===== config.mk =====
export PLATFORM = sky130hd
export DESIGN_NAME = traffic_light_phase_sequencer
export DESIGN_NICKNAME = d
export VERILOG_FILES = /design/src/rtl/tlps_pkg.sv /design/src/rtl/traffic_light_phase_sequencer.sv /design/src/rtl/tlps_cfg_regs.sv /design/src/rtl/tlps_signal_map.sv
export SDC_FILE = /design/constraint.sdc
export NUM_CORES = 1
export LEC_CHECK = 0
export BUFFER_PORTS_ARGS = -buffer_cell sky130_fd_sc_hd__buf_2
export CAP_MARGIN = 40
export CELL_PAD_IN_SITES_DETAIL_PLACEMENT = 0
export CELL_PAD_IN_SITES_GLOBAL_PLACEMENT = 1
export CORE_MARGIN = 3
export CORE_UTILIZATION = 40
export DETAILED_ROUTE_END_ITERATION = 8
export GPL_TIMING_DRIVEN = 0
export PLACE_DENSITY = 0.75
export SLEW_MARGIN = 20
export SYNTH_ARGS = -nofsm -noshare
export SYNTH_HDL_FRONTEND = slang
export SYNTH_SLANG_ARGS = --single-unit

===== constraint.sdc =====
create_clock -name clk_i -period 18.5 [get_ports clk_i]
set_clock_uncertainty 0.2 [all_clocks]
set_input_delay 1.85 -clock clk_i [delete_from_list [all_inputs] [get_ports clk_i]]
set_output_delay 1.85 -clock clk_i [all_outputs]
set_load 0.1 [all_outputs]

===== src/rtl/tlps_pkg.sv =====
// Shared types, register codes and defaults for the traffic light phase sequencer.
package tlps_pkg;

  localparam int MAX_PHASES_DEF     = 4;
  localparam int NUM_APPROACHES_DEF = 8;
  localparam int TIME_WIDTH_DEF     = 16;

  localparam int CFG_INDEX_W = 3;
  localparam int CFG_DATA_W  = 64;
  localparam int COUNT_W     = 3;
  localparam int MS_W        = 16;
  localparam int TABLE_W     = 64;
  localparam int NUM_DUR     = 4;

  localparam logic [1:0] SIG_STOP   = 2'd0;
  localparam logic [1:0] SIG_GO     = 2'd1;
  localparam logic [1:0] SIG_YELLOW = 2'd2;
  localparam logic [1:0] SIG_STOP3  = 2'd3;

  typedef enum logic [CFG_INDEX_W-1:0] {
    REG_PHASE_COUNT = 3'd0,
    REG_YELLOW      = 3'd1,
    REG_RED_DELAY   = 3'd2,
    REG_DUR0        = 3'd3,
    REG_DUR1        = 3'd4,
    REG_DUR2        = 3'd5,
    REG_DUR3        = 3'd6,
    REG_SIG_TABLE   = 3'd7
  } cfg_reg_e;

  typedef struct packed {
    logic [COUNT_W-1:0]           phase_count;
    logic [MS_W-1:0]              yellow_time;
    logic [MS_W-1:0]              red_delay_time;
    logic [NUM_DUR-1:0][MS_W-1:0] phase_duration;
    logic [TABLE_W-1:0]           signal_table;
  } cfg_t;

  localparam logic [COUNT_W-1:0] RST_PHASE_COUNT = 3'd0;
  localparam logic [MS_W-1:0]    RST_YELLOW      = 16'd2000;
  localparam logic [MS_W-1:0]    RST_RED_DELAY   = 16'd1000;
  localparam logic [MS_W-1:0]    RST_DURATION    = 16'd6000;
  localparam logic [TABLE_W-1:0] RST_SIG_TABLE   = 64'd0;

  // Code of one approach in one phase; positions past the table read as stop.
  function automatic logic [1:0] table_signal(logic [TABLE_W-1:0] tbl, int phase,
                                              int approach, int num_approaches);
    int         pos;
    logic [1:0] code;
    pos = phase * 2 * num_approaches + approach * 2;
    if (pos >= TABLE_W) begin
      code = SIG_STOP;
    end else begin
      code = tbl[pos[5:0] +: 2];
      if (code == SIG_STOP3) code = SIG_STOP;
    end
    return code;
  endfunction

endpackage


===== src/rtl/traffic_light_phase_sequencer.sv =====
// Top level of the fixed-time traffic light phase sequencer.
// Takes one tick word per clock cycle unless the output stalls: the phase timer, phase change
// logic and signal decode are combinational between the tick input and the result register,
// so each result appears in the cycle after its tick is accepted. The result register is the
// only buffer; in_ready_o is high whenever it is empty or being emptied in the same cycle.
// Configuration writes take effect at once; the user must make them while no result is
// pending, as the block itself does not enforce it.
module traffic_light_phase_sequencer #(
  parameter int MAX_PHASES     = tlps_pkg::MAX_PHASES_DEF,
  parameter int NUM_APPROACHES = tlps_pkg::NUM_APPROACHES_DEF,
  parameter int TIME_WIDTH     = tlps_pkg::TIME_WIDTH_DEF
) (
  input  logic                             clk_i,
  input  logic                             rst_ni,
  input  logic                             cfg_we_i,
  input  logic [tlps_pkg::CFG_INDEX_W-1:0] cfg_index_i,
  input  logic [tlps_pkg::CFG_DATA_W-1:0]  cfg_wdata_i,
  input  logic                             in_valid_i,
  output logic                             in_ready_o,
  input  logic [tlps_pkg::MS_W-1:0]        elapsed_i,
  output logic                             out_valid_o,
  input  logic                             out_ready_i,
  output logic [2*NUM_APPROACHES-1:0]      approach_signals_o,
  output logic [1:0]                       shown_phase_o,
  output logic [1:0]                       target_phase_o,
  output logic                             changing_o,
  output logic                             running_o
);
  import tlps_pkg::*;

  localparam int PHASE_W   = (MAX_PHASES > 1) ? $clog2(MAX_PHASES) : 1;
  localparam int SUM_W     = ((TIME_WIDTH > MS_W) ? TIME_WIDTH : MS_W) + 1;
  localparam int CMP_W     = (TIME_WIDTH > MS_W + 1) ? TIME_WIDTH : MS_W + 1;
  localparam int MOD_STEPS = 3;  // (target+1)/count is at most 3 for 3-bit counts
  localparam logic [TIME_WIDTH-1:0] TIMER_MAX = '1;

  // (v) mod count for v up to 7 and count of at least 2
  function automatic logic [COUNT_W:0] small_mod(logic [COUNT_W:0] v, logic [COUNT_W-1:0] c);
    logic [COUNT_W:0] r;
    r = v;
    for (int i = 0; i < MOD_STEPS; i++) begin
      if (r >= {1'b0, c}) r = r - {1'b0, c};
    end
    return r;
  endfunction

  cfg_t cfg;

  logic                  started_q, started_d;
  logic                  in_change_q, in_change_d;
  logic [PHASE_W-1:0]    shown_q, shown_d;
  logic [PHASE_W-1:0]    target_q, target_d;
  logic [TIME_WIDTH-1:0] timer_q, timer_d;

  logic                  out_valid_q;
  logic [2*NUM_APPROACHES-1:0] signals_q;
  logic [1:0]            shown_out_q, target_out_q;
  logic                  changing_q, running_q;

  logic [COUNT_W-1:0]    count_c;
  logic                  active;
  logic [TIME_WIDTH-1:0] base_timer, timer_sat;
  logic [SUM_W-1:0]      timer_sum;
  logic                  chg0;
  logic [PHASE_W-1:0]    shown0, target0, next_phase;
  logic [1:0]            dur_idx;
  logic                  in_yellow;
  logic                  in_fire;
  logic [2*NUM_APPROACHES-1:0] signals_d;

  tlps_cfg_regs u_cfg (
    .clk_i      (clk_i),
    .rst_ni     (rst_ni),
    .cfg_we_i   (cfg_we_i),
    .cfg_index_i(cfg_index_i),
    .cfg_wdata_i(cfg_wdata_i),
    .cfg_o      (cfg)
  );

  assign in_ready_o = !out_valid_q || out_ready_i;
  assign in_fire    = in_valid_i && in_ready_o;

  always_comb begin
    count_c    = (int'(cfg.phase_count) > MAX_PHASES) ? COUNT_W'(MAX_PHASES) : cfg.phase_count;
    active     = (count_c != '0);
    base_timer = started_q ? timer_q : '0;
    timer_sum  = SUM_W'(base_timer) + SUM_W'(elapsed_i);
    timer_sat  = (timer_sum > SUM_W'(TIMER_MAX)) ? TIMER_MAX : timer_sum[TIME_WIDTH-1:0];
    // the first tick opens a change into phase 0
    shown0     = started_q ? shown_q : '0;
    target0    = started_q ? target_q : '0;
    chg0       = started_q ? in_change_q : 1'b1;
    dur_idx    = (shown0 > PHASE_W'(NUM_DUR - 1)) ? 2'(NUM_DUR - 1) : 2'(shown0);
    next_phase = PHASE_W'(small_mod(COUNT_W'(target0) + (COUNT_W+1)'(1), count_c));

    started_d   = started_q;
    in_change_d = in_change_q;
    shown_d     = shown_q;
    target_d    = target_q;
    timer_d     = timer_q;
    if (active) begin
      started_d   = 1'b1;
      shown_d     = shown0;
      target_d    = target0;
      in_change_d = chg0;
      timer_d     = timer_sat;
      if (chg0) begin
        if (CMP_W'(timer_sat) >= CMP_W'(cfg.yellow_time) + CMP_W'(cfg.red_delay_time)) begin
          shown_d     = target0;
          in_change_d = 1'b0;
        end
      end else if (CMP_W'(timer_sat) >= CMP_W'(cfg.phase_duration[dur_idx])) begin
        if (count_c > COUNT_W'(1)) begin
          target_d    = next_phase;
          in_change_d = 1'b1;
          timer_d     = '0;
        end
      end
    end
    in_yellow = CMP_W'(timer_d) < CMP_W'(cfg.yellow_time);
  end

  tlps_signal_map #(
    .NUM_APPROACHES(NUM_APPROACHES),
    .PHASE_W       (PHASE_W)
  ) u_map (
    .signal_table_i(cfg.signal_table),
    .shown_phase_i (shown_d),
    .target_phase_i(target_d),
    .in_change_i   (in_change_d),
    .in_yellow_i   (in_yellow),
    .all_go_i      (!started_d || !active),
    .signals_o     (signals_d)
  );

  always_ff @(posedge clk_i or negedge rst_ni) begin
    if (!rst_ni) begin
      started_q   <= 1'b0;
      in_change_q <= 1'b0;
      shown_q     <= '0;
      target_q    <= '0;
      timer_q     <= '0;
      out_valid_q <= 1'b0;
    end else begin
      if (in_fire) begin
        started_q   <= started_d;
        in_change_q <= in_change_d;
        shown_q     <= shown_d;
        target_q    <= target_d;
        timer_q     <= timer_d;
        out_valid_q <= 1'b1;
      end else if (out_ready_i) begin
        out_valid_q <= 1'b0;
      end
    end
  end

  always_ff @(posedge clk_i) begin
    if (in_fire) begin
      signals_q    <= signals_d;
      shown_out_q  <= 2'(shown_d);
      target_out_q <= 2'(target_d);
      changing_q   <= in_change_d;
      running_q    <= started_d;
    end
  end

  assign out_valid_o        = out_valid_q;
  assign approach_signals_o = signals_q;
  assign shown_phase_o      = shown_out_q;
  assign target_phase_o     = target_out_q;
  assign changing_o         = changing_q;
  assign running_o          = running_q;

  // outside a change the shown phase has caught up with the target
  a_settled: assert property (@(posedge clk_i) disable iff (!rst_ni)
    started_q && !in_change_q |-> shown_q == target_q)
    else $error("shown phase differs from target outside a change");

  a_idle_state: assert property (@(posedge clk_i) disable iff (!rst_ni)
    !started_q |-> !in_change_q && shown_q == '0 && target_q == '0 && timer_q == '0)
    else $error("state moved before the sequence started");

  a_start: assert property (@(posedge clk_i) disable iff (!rst_ni)
    in_fire && cfg.phase_count != '0 |=> started_q && out_valid_o && running_o)
    else $error("tick with phases configured did not start the sequence");

  a_change_running: assert property (@(posedge clk_i) disable iff (!rst_ni)
    out_valid_o && changing_o |-> running_o)
    else $error("phase change reported before start");

  a_stall_hold: assert property (@(posedge clk_i) disable iff (!rst_ni)
    out_valid_o && !out_ready_i |=> out_valid_o && $stable(approach_signals_o))
    else $error("result changed while stalled");

endmodule


===== src/rtl/tlps_cfg_regs.sv =====
// Configuration register file of the phase sequencer.
module tlps_cfg_regs (
  input  logic                             clk_i,
  input  logic                             rst_ni,
  input  logic                             cfg_we_i,
  input  logic [tlps_pkg::CFG_INDEX_W-1:0] cfg_index_i,
  input  logic [tlps_pkg::CFG_DATA_W-1:0]  cfg_wdata_i,
  output tlps_pkg::cfg_t                   cfg_o
);
  import tlps_pkg::*;

  cfg_t cfg_q;

  always_ff @(posedge clk_i or negedge rst_ni) begin
    if (!rst_ni) begin
      cfg_q.phase_count    <= RST_PHASE_COUNT;
      cfg_q.yellow_time    <= RST_YELLOW;
      cfg_q.red_delay_time <= RST_RED_DELAY;
      cfg_q.phase_duration <= {NUM_DUR{RST_DURATION}};
      cfg_q.signal_table   <= RST_SIG_TABLE;
    end else if (cfg_we_i) begin
      case (cfg_reg_e'(cfg_index_i))
        REG_PHASE_COUNT: cfg_q.phase_count       <= cfg_wdata_i[COUNT_W-1:0];
        REG_YELLOW:      cfg_q.yellow_time       <= cfg_wdata_i[MS_W-1:0];
        REG_RED_DELAY:   cfg_q.red_delay_time    <= cfg_wdata_i[MS_W-1:0];
        REG_DUR0:        cfg_q.phase_duration[0] <= cfg_wdata_i[MS_W-1:0];
        REG_DUR1:        cfg_q.phase_duration[1] <= cfg_wdata_i[MS_W-1:0];
        REG_DUR2:        cfg_q.phase_duration[2] <= cfg_wdata_i[MS_W-1:0];
        REG_DUR3:        cfg_q.phase_duration[3] <= cfg_wdata_i[MS_W-1:0];
        REG_SIG_TABLE:   cfg_q.signal_table      <= cfg_wdata_i[TABLE_W-1:0];
        default: ;
      endcase
    end
  end

  assign cfg_o = cfg_q;

endmodule


===== src/rtl/tlps_signal_map.sv =====
// Per-approach signal decode from shown and target phase during and between changes.
module tlps_signal_map #(
  parameter int NUM_APPROACHES = tlps_pkg::NUM_APPROACHES_DEF,
  parameter int PHASE_W        = 2
) (
  input  logic [tlps_pkg::TABLE_W-1:0] signal_table_i,
  input  logic [PHASE_W-1:0]           shown_phase_i,
  input  logic [PHASE_W-1:0]           target_phase_i,
  input  logic                         in_change_i,
  input  logic                         in_yellow_i,
  input  logic                         all_go_i,
  output logic [2*NUM_APPROACHES-1:0]  signals_o
);
  import tlps_pkg::*;

  logic [NUM_APPROACHES-1:0][1:0] prev_sig;
  logic [NUM_APPROACHES-1:0][1:0] next_sig;

  always_comb begin
    for (int a = 0; a < NUM_APPROACHES; a++) begin
      prev_sig[a] = table_signal(signal_table_i, int'(shown_phase_i), a, NUM_APPROACHES);
      next_sig[a] = table_signal(signal_table_i, int'(target_phase_i), a, NUM_APPROACHES);
      if (all_go_i) begin
        signals_o[2*a +: 2] = SIG_GO;
      end else if (!in_change_i || prev_sig[a] == next_sig[a]) begin
        signals_o[2*a +: 2] = prev_sig[a];
      end else if (next_sig[a] == SIG_STOP) begin
        signals_o[2*a +: 2] = in_yellow_i ? SIG_YELLOW : SIG_STOP;
      end else begin
        signals_o[2*a +: 2] = SIG_STOP;
      end
    end
  end

endmodule


Word level (Yosys, flattened, before mapping):

Index checks and enable logic that the tools add are counted.
W data, S select, Z words.

* $add $sub $neg: 20
* equality and inequality tests: 31
* magnitude comparators: 27
* reductions and logical operators: 34
* shift operators: 16
* muxes and demuxes: 80

Operators with widths (number)
* $shiftx A64 B7 Y2: 16
* $ge A32 B8 Y1 const B: 14
* $mux W2: 60
* $mux W16: 7
* $add A6 B4 Y7 const B: 8
* $add A16 B16 Y17: 2
* $bmux W16 S2: 1
* $eq A2 B2 Y1 const B: 16
* $add A6 B3 Y7 const B: 4
* $ge A16 B17 Y1: 1
* $gt A17 B16 Y1 const B: 1
* $eq A2 B2 Y1: 8
* $ge A16 B16 Y1: 1
* $logic_not A2 Y1: 8
* $lt A16 B16 Y1: 1
* $reduce_and A2 Y1: 8
* $add A6 B2 Y7 const B: 2
* $ge A6 B7 Y1 const B: 2
* $eq A3 B3 Y1 const B: 4
* $logic_or A1 B1 Y1: 10
* $mux W1: 9
* $ge A4 B3 Y1: 2
* $mux W4: 2
* $eq A3 B2 Y1 const B: 2
* 16 further kinds: 19

* input bits: 88
* bits in registers: 208
* output and inout port bits: 24

Depth between registers and ports, before layout:

Gate-level depths: netlist of run 1.

* depth after elaboration: 20
* gate-level depth with buffers: 42

By module:

From an unflattened synthesis of run 1, not the netlist that was laid out.

* cells, all modules: 1322
* area total of the unflattened synthesis: 14342.5 um^2

Modules (own cells, without submodules)
* tlps_cfg_regs: area an instance 6379.9 um^2, times used 1, cells each 353
* traffic_light_phase_sequencer: area an instance 5790.6 um^2, times used 1, cells each 712
* tlps_signal_map: area an instance 2172.1 um^2, times used 1, cells each 257

Least setup slack after synthesis of run 1:

Ideal clock, no wire load.

* path type: input to register
* start: input elapsed_i[1] in the netlist's numbering
* end: register signals_q[13] (netlist: approach_signals_o[13]) (data pin)
* slack: 10.255 ns
* buffers on the path: 2
* stages: 37
* library setup time: 0.149 ns
* arrival time: 7.896 ns
* path through: ha_1 a21o_1 a21oi_1 o21ai_0 a21oi_1 o21bai_1 a211oi_1 o31ai_1 a21o_1 a21oi_1 xnor2_1 nor2_1 inv_1 ha_1 nand4_1 nor4_1 o31a_1 a22o_1 buf_2 inv_1 clkbuf_1 and2_1 nand2_1 nand2_1 ha_1 a21o_1 a21o_1 a21o_1 a21o_1 a21oi_1 nor2b_1 o21ai_0 o311ai_0 a211oi_1 nand2_1 or3_1 o22ai_2

RTL lines
* from (decl): line traffic_light_phase_sequencer.sv:20 `input logic [tlps_pkg::MS_W-1:0] elapsed_i,`
* $add A16 B16 Y17 (*): line traffic_light_phase_sequencer.sv:87 `timer_sum = SUM_W'(base_timer) + SUM_W'(elapsed_i);`
* $gt A17 B16 Y1: line traffic_light_phase_sequencer.sv:88 `timer_sat = (timer_sum > SUM_W'(TIMER_MAX)) ? TIMER_MAX : timer_sum[TIME_WIDTH-1:0];`
* $mux W16 (*): line traffic_light_phase_sequencer.sv:88
* $ge A16 B16 Y1 or $mux W16 (tied branches): line traffic_light_phase_sequencer.sv:112, traffic_light_phase_sequencer.sv:113
* $mux W16: line traffic_light_phase_sequencer.sv:112 `end else if (CMP_W'(timer_sat) >= CMP_W'(cfg.phase_duration[dur_idx])) begin`
* $mux W16 (*): line traffic_light_phase_sequencer.sv:107 `if (chg0) begin`
* $mux W16 (*): line traffic_light_phase_sequencer.sv:101 `if (active) begin`
* named net timer_d[9]: line traffic_light_phase_sequencer.sv:53 `logic [TIME_WIDTH-1:0] timer_q, timer_d;`
* $lt A16 B16 Y1 (*): line traffic_light_phase_sequencer.sv:120 `in_yellow = CMP_W'(timer_d) < CMP_W'(cfg.yellow_time);`
* $mux W2 (*): line tlps_signal_map.sv:28 `signals_o[2*a +: 2] = in_yellow_i ? SIG_YELLOW : SIG_STOP;`
* $mux W2 (*): line tlps_signal_map.sv:27 `end else if (next_sig[a] == SIG_STOP) begin`
* $mux W2 (*): line tlps_signal_map.sv:25 `end else if (!in_change_i || prev_sig[a] == next_sig[a]) begin`
* to (signal assigned): line traffic_light_phase_sequencer.sv:160 `signals_q <= signals_d;`
* to (decl): line traffic_light_phase_sequencer.sv:56 `logic [2*NUM_APPROACHES-1:0] signals_q;`

Mark *: on every way through the listed nets, which the timed path passes. The rest lies on a longest branch.
A chain may end at the register's enable or synchronous reset.

Worst setup path in the final report of run 1:

* start: register started_q
* end: register signals_q[13] (netlist: approach_signals_o[13]) (data pin)

RTL lines
* from (decl): line traffic_light_phase_sequencer.sv:49 `logic started_q, started_d;`
* from (signal assigned): line traffic_light_phase_sequencer.sv:146 `started_q <= started_d;`
* parallel branches: the longest is 7 deep, another holds $add A16 B16 Y17
* $mux W16 (*): line traffic_light_phase_sequencer.sv:107
* $mux W16 (*): line traffic_light_phase_sequencer.sv:101
* named net timer_d[9]: line traffic_light_phase_sequencer.sv:53
* $lt A16 B16 Y1 (*): line traffic_light_phase_sequencer.sv:120
* $mux W2 (*): line tlps_signal_map.sv:28
* $mux W2 (*): line tlps_signal_map.sv:27
* $mux W2 (*): line tlps_signal_map.sv:25

Mark *: on every way through the listed nets, which the timed path passes. The select of a mux whose other input is x is not followed.

==> results of run 1 <==
## cells in the final DEF (no fill, tap or decap), types with 22 or more instances in the layout
master,n
inv_1,55
nor2_1,44
and2_1,42
edfxtp_1,22
nand2b_1,48
a21o_1,23
mux2_2,189
clkbuf_1,47
buf_2,111
nand2_1,186
ha_1,103
dfstp_2,40
o21ai_0,67
clkbuf_16,27
nand3_1,33
dfrtp_1,146
mux2i_1,94
a21oi_1,57
## worst register-to-register path, delay by kind of cell (launching register included)
kind,cells,cell delay [ns]
compound gates,20,4.06
xor+xnor,1,0.11
fa+ha+maj,3,0.82
buf+inv,9,2.35
flops,1,0.32
simple gates,10,1.67
## cell type report
class / count / area, um^2
clock inverters: 15 / 201.4
clock buffers: 33 / 698.2
repair buffers: 115 / 658.1
multi-input cells: 1077 / 8341
well taps: 455 / 569.3
fillers: 3317 / 18390
inverters: 57 / 216.5
plain buffers: 58 / 279.0
flip-flops and latches: 208 / 5365
## state kept, by name, indices dropped and copies added (netlist names)
name and cells:
shown_phase_o 2, target_phase_o 2, target_q 2, approach_signals_o 16, running_o 1, started_q 1
changing_o 1, out_valid_o 1, shown_q 2, u_cfg.cfg_o 163, in_change_q 1, timer_q 16
## final timing paths
path | end | slack [ns] | cells after the start
setup reg to reg | approach_signals_o[13] | 8.83 | 43
hold reg to reg | u_cfg.cfg_o[96] | 0.30 | 1
max in group asynchronous | u_cfg.cfg_o[72] | 15.98 | 3
setup / recovery | approach_signals_o[13] | 8.83 | 43
hold / removal | u_cfg.cfg_o[96] | 0.30 | 1
min in group asynchronous | u_cfg.cfg_o[51] | 1.03 | 1
## routing by layer
layer	GRT usage	vias to the layer above
met2	0.3252	224
met4	0.04548	4
met3	0.02253	57
li1	-	5261
met1	0.2906	5228
met5	0	-
## stage by stage
step / cell area (um^2) / hold WS (ns)
finish: 16330 / 0.2973
global route: 16330 / 0.3118
CTS: 16310 / 0.3000
global placement: 15290 / 0.2807
floorplan: 14190 / 0.2628
detailed placement: 15410 / 0.2873
## cells by family (layout without fill, tap and decap cells)
logic type / Yosys count / after routing / synth area share
multiplexers: 286 / 286 / 0.2211
XOR/XNOR: 36 / 36 / 0.02222
AO/OA/AOI/OAI: 220 / 220 / 0.09858
flip-flops: 208 / 208 / 0.3781
AND/OR/NAND/NOR: 426 / 426 / 0.1458
buffers and inverters: 115 / 278 / 0.03492
adder cells (fa/ha/maj): 109 / 109 / 0.09929
==> reports/results.ini, run 1 <==
[outcome]
outcome=complete, no violations

[sta]
fin_crit_sh=0.5226
drv_slew=0
rsz0062_at_grt=no
worstMarginPinSlew_ns=0.8499
setup_viol=0
fmax_ghz=0.1034
final_hold_viol_count=0
fin_tns_setup_ns=0
maxSlewHeadroom=0.4334
fin_crit_ns=9.667
setup_ws_ns=8.833

[route]
post_drt_wl_per_cell_um=19.12
drtIter0Drc=626
drt-met1-wl_mm=18.52
vias=10770
firstDrtPassIters=5
vias_per_cell=5.339
drc=0
routed.top_layer=met5
met2_length_mm=17.54
wirelength_mm=38.58
wl_met3_mm=1.646
detail-route-antenna-nets=0

[worst_hold_path]
hold_path.class=reg2reg
min_from=u_cfg.cfg_o[96]

[clock_tree]
clock_tree.root_cell=clkbuf_16
path_clk_slew_ns=0.06
cts_tree=done
clock_latency_ns=0.53
htreeDepth=1
ctsResizeCount=0
cts_hold_buffers=0
cts_setup_buffers=0
cts_sinks=208
numCtsBuffers=26
clock_path_buffers=3

[yosys]
yosys.area.top_type=dfrtp_1
syn_area_per_cell_um2=10.14
synth_seq_cells=208
synth_top_area_frac=0.2575
ys.flop_type=dfrtp_1
syn-cell-area_um2=14190
syn_nets=1597
yosys_warnings=0
synth.area.top_cells=dfrtp_1 26%, mux2_2 15%, ha_1 9.1%
synth.most_common_cell=mux2_2
synth_edf_count=22
async_reset_ff_frac=0.8942
synth_cells=1400
synth_cell_types=64
seq_area_frac_synth=0.3781
synth_common_cells=189 x mux2_2, 186 x nand2_1, 146 x dfrtp_1

[critical_path]
timing.rr.start=started_q
worstSetupStartpoint=started_q
crit_slowest_cell=a211oi_2
endpoint_kind=flop
arrival_ns=9.83
start_kind=flop
worstPathBufferInverterCount=9
max_stage_delay_ns=0.53
critical_path_required_ns=18.66
worstSetupPathType=reg2reg
cpMostUsedCell=a21o_1
critical-path-top-delay-family=compound AO/OA/AOI/OAI gates
critPathMaxFanout=10

[global_route]
grt_max_degree=71
first_global_vias=11000
track_usage=0.2008
grt_pass1_wl_mm=61.22
grt_antenna_before_repair=2
overflow=0

[placement]
hpwl_mm=29.87
gp_congestion=0.8789
preCtsSetupSlack_ns=8.693
io_buffers=107
dp.cells=1968

[floorplanning]
coreArea_um2=34710
ios=112
start_util=0.4088
fp-row-count=68
die_area_um2=37770
fp.dieW_um=194.3
die_h_um=194.3

[layout]
antenna_cells=0
utilization=0.4704
drive_gt1_frac=0.2719
area_growth_pct=15.07
nets=1740
final_cells=2018

[run]
maxCapViolCount=0

Power of run 1 is not shown: default switching activity piles up to over one toggle a cycle in this logic, so the estimate is an artifact.
==> run 2, diff against run 1 <==
- ABC_AREA: not set -> 1
- PLACE_DENSITY: 0.75 -> 0.82
- clock period: 18.5 -> 8.58 ns (I/O delays scaled with it)
==> run 2 against run 1 <==
  * Routed wire length grew 22%
  * Cell count is 27% higher
  * Non-clock buffer count grew 28
  * Worst hold slack worse by 0.27 ns
  * Synthesized area down 0.46%
  * Highest routed layer is now met4
  * Count of clock-buffer cells in the layout grew 1
  * Synthesized cell count grew 39%
  * First-iteration DRC count increased by 110%
==> reports/results.ini, run 2 <==
[layout]
area_growth_pct=14.04
fill_cells=3563
final_cells=2553
drive_gt1_frac=0.1292
layout_common_cells=609 x nand2_1, 241 x inv_1, 211 x o21ai_0, 186 x nand3_1, 146 x dfrtp_1
nets=2277
final_common_cell=nand2_1
antenna_cells=0
largest_reg_flops=163

[floorplanning]
fp.dieW_um=193.9
die_h_um=193.9
fp-row-count=68
die_area_um2=37600
start_util=0.4069
ios=112
coreArea_um2=34710

[critical_path]
max_stage_delay_ns=0.61
critical_path_required_ns=8.66
worstSetupStartpoint=started_q
endpoint=approach_signals_o[9]
rr_worst_depth=38
path_depth=38
start_kind=flop
timing.rr.start=started_q
endpoint_kind=flop
critPathMaxFanout=10
worstReg2RegEnd=approach_signals_o[9]
critical-path-top-delay-family=adder cells
cpMostUsedCell=inv_1
worstSetupPathType=reg2reg
ff2ff_setup_slack_ns=0.69
arrival_ns=7.97
worstPathBufferInverterCount=11
crit_slowest_cell=a32oi_1

[sta]
fin_crit_ns=7.890
holdWs_ns=0.03046
rsz0062_at_grt=no
fin_tns_setup_ns=0
worstMarginPinSlew_ns=0.8007
setup_ws_ns=0.6897
setup_viol=0
final_hold_viol_count=0
fin_crit_sh=0.9196
drv_slew=0
fmax_ghz=0.1267
maxSlewHeadroom=0.4606

[yosys]
synth_seq_cells=208
synth.most_common_cell=nand2_1
synth_cells=1940
synth_edf_count=22
synth_common_cells=609 x nand2_1, 241 x inv_1, 211 x o21ai_0
synth_cell_types=48
syn_nets=2137
seq_area_frac_synth=0.3798
yosys.area.top_type=dfrtp_1
synth_top_area_frac=0.2587
synth.area.top_cells=dfrtp_1 26%, nand2_1 16%, ha_1 9.1%
async_reset_ff_frac=0.8942
yosys_warnings=0
ys.flop_type=dfrtp_1
syn_area_per_cell_um2=7.281
syn-cell-area_um2=14120

[clock_tree]
cts_tree=done
ctsResizeCount=0
cts_setup_buffers=0
clock_path_buffers=3
cts_sinks=208
clock_latency_ns=0.54
numCtsBuffers=24
htreeDepth=1
cts_hold_buffers=0
clock_tree.root_cell=clkbuf_16
path_clk_slew_ns=0.06

[placement]
io_buffers=111
gp_congestion=0.9289
hpwl_mm=36.47
dp.cells=2509
preCtsSetupSlack_ns=0.9514

[global_route]
grt.met3_usage=0.03614
overflow=0
grt.busiest_layer=met1
first_global_vias=12940
grt_pass1_wl_mm=72.72
globalRouteMet2Util=0.3607
track_usage=0.2434
grt_antenna_before_repair=0
gr-usage-met1=0.3742
grt_max_degree=81

[worst_hold_path]
hold_path.class=in2async

[run]
maxCapViolCount=0

[route]
post_drt_wl_per_cell_um=18.40
vias=13520
drtIter0Drc=1293
detail-route-antenna-nets=0
vias_per_cell=5.296
firstDrtPassIters=5
wirelength_mm=46.96
drc=0

[outcome]
outcome=complete, no violations

==> run 2: cell count changes after synthesis, moves of 16 or more <==
| cell | before | now |
|---|---|---|
| mux2i_1 | 94 | 1 |
| a32oi_1 | 0 | 16 |
| a21oi_1 | 57 | 74 |
| a21o_1 | 23 | 0 |
| nand2b_1 | 48 | 0 |
| mux2_2 | 189 | 1 |
| inv_1 | 55 | 241 |
| nand3_1 | 33 | 186 |
| o21ai_0 | 67 | 211 |
| nand2_1 | 186 | 609 |
| o22ai_1 | 5 | 32 |
| and2_1 | 43 | 1 |
==> run 2: final cells by class <==
class | instances | area [um^2] | share of cell area
buffer | 87 | 431.7 | 0.02680
clock buffer | 34 | 689.4 | 0.04280
sequential | 208 | 5365 | 0.3331
timing repair buffer | 114 | 635.6 | 0.03946
inverter | 256 | 960.9 | 0.05966
tap | 455 | 569.3 | 0.03534
multi-input combinational | 1389 | 7367 | 0.4574
clock inverter | 10 | 88.84 | 0.005515
==> run 2: kinds of logic after synthesis <==
family | count (synthesis) | share of synthesized area
buffers and inverters | 343 | 0.09859
AOI/OAI and AO/OA | 368 | 0.1456
muxes | 2 | 0.001506
and+or+nand+nor | 889 | 0.2617
xor gates and xnor gates | 21 | 0.01302
adders and majority gates | 109 | 0.09974
DFF | 208 | 0.3798
==> run 2: through the flow <==
step / area (um^2) / util
CTS: 16110 / 0.4640
floorplan: 14120 / -
detailed placement: 15330 / 0.4416
global placement: 15250 / 0.4393
global route: 16110 / 0.4640
finish: 16110 / 0.4640
==> run 2: how the worst min path moves through the flow <==
stage                       to  slack, ns  cells after the start
6_report       u_cfg.cfg_o[41]       0.03                      1
5_1_grt        u_cfg.cfg_o[41]       0.05                      1
4_1_cts        u_cfg.cfg_o[41]       0.04                      1
3_5_place_dp   u_cfg.cfg_o[98]       0.27                      2
3_3_place_gp   u_cfg.cfg_o[87]       0.27                      2
2_1_floorplan  u_cfg.cfg_o[82]       0.25                      2
==> run 2: per-layer routing <==
layer	part of all wire	wire [um]
met5	0	0
met2	0.42	19870
met1	0.48	22690
met3	0.072	3399
met4	0.021	1001
Power of run 2 is left out for the same reason.
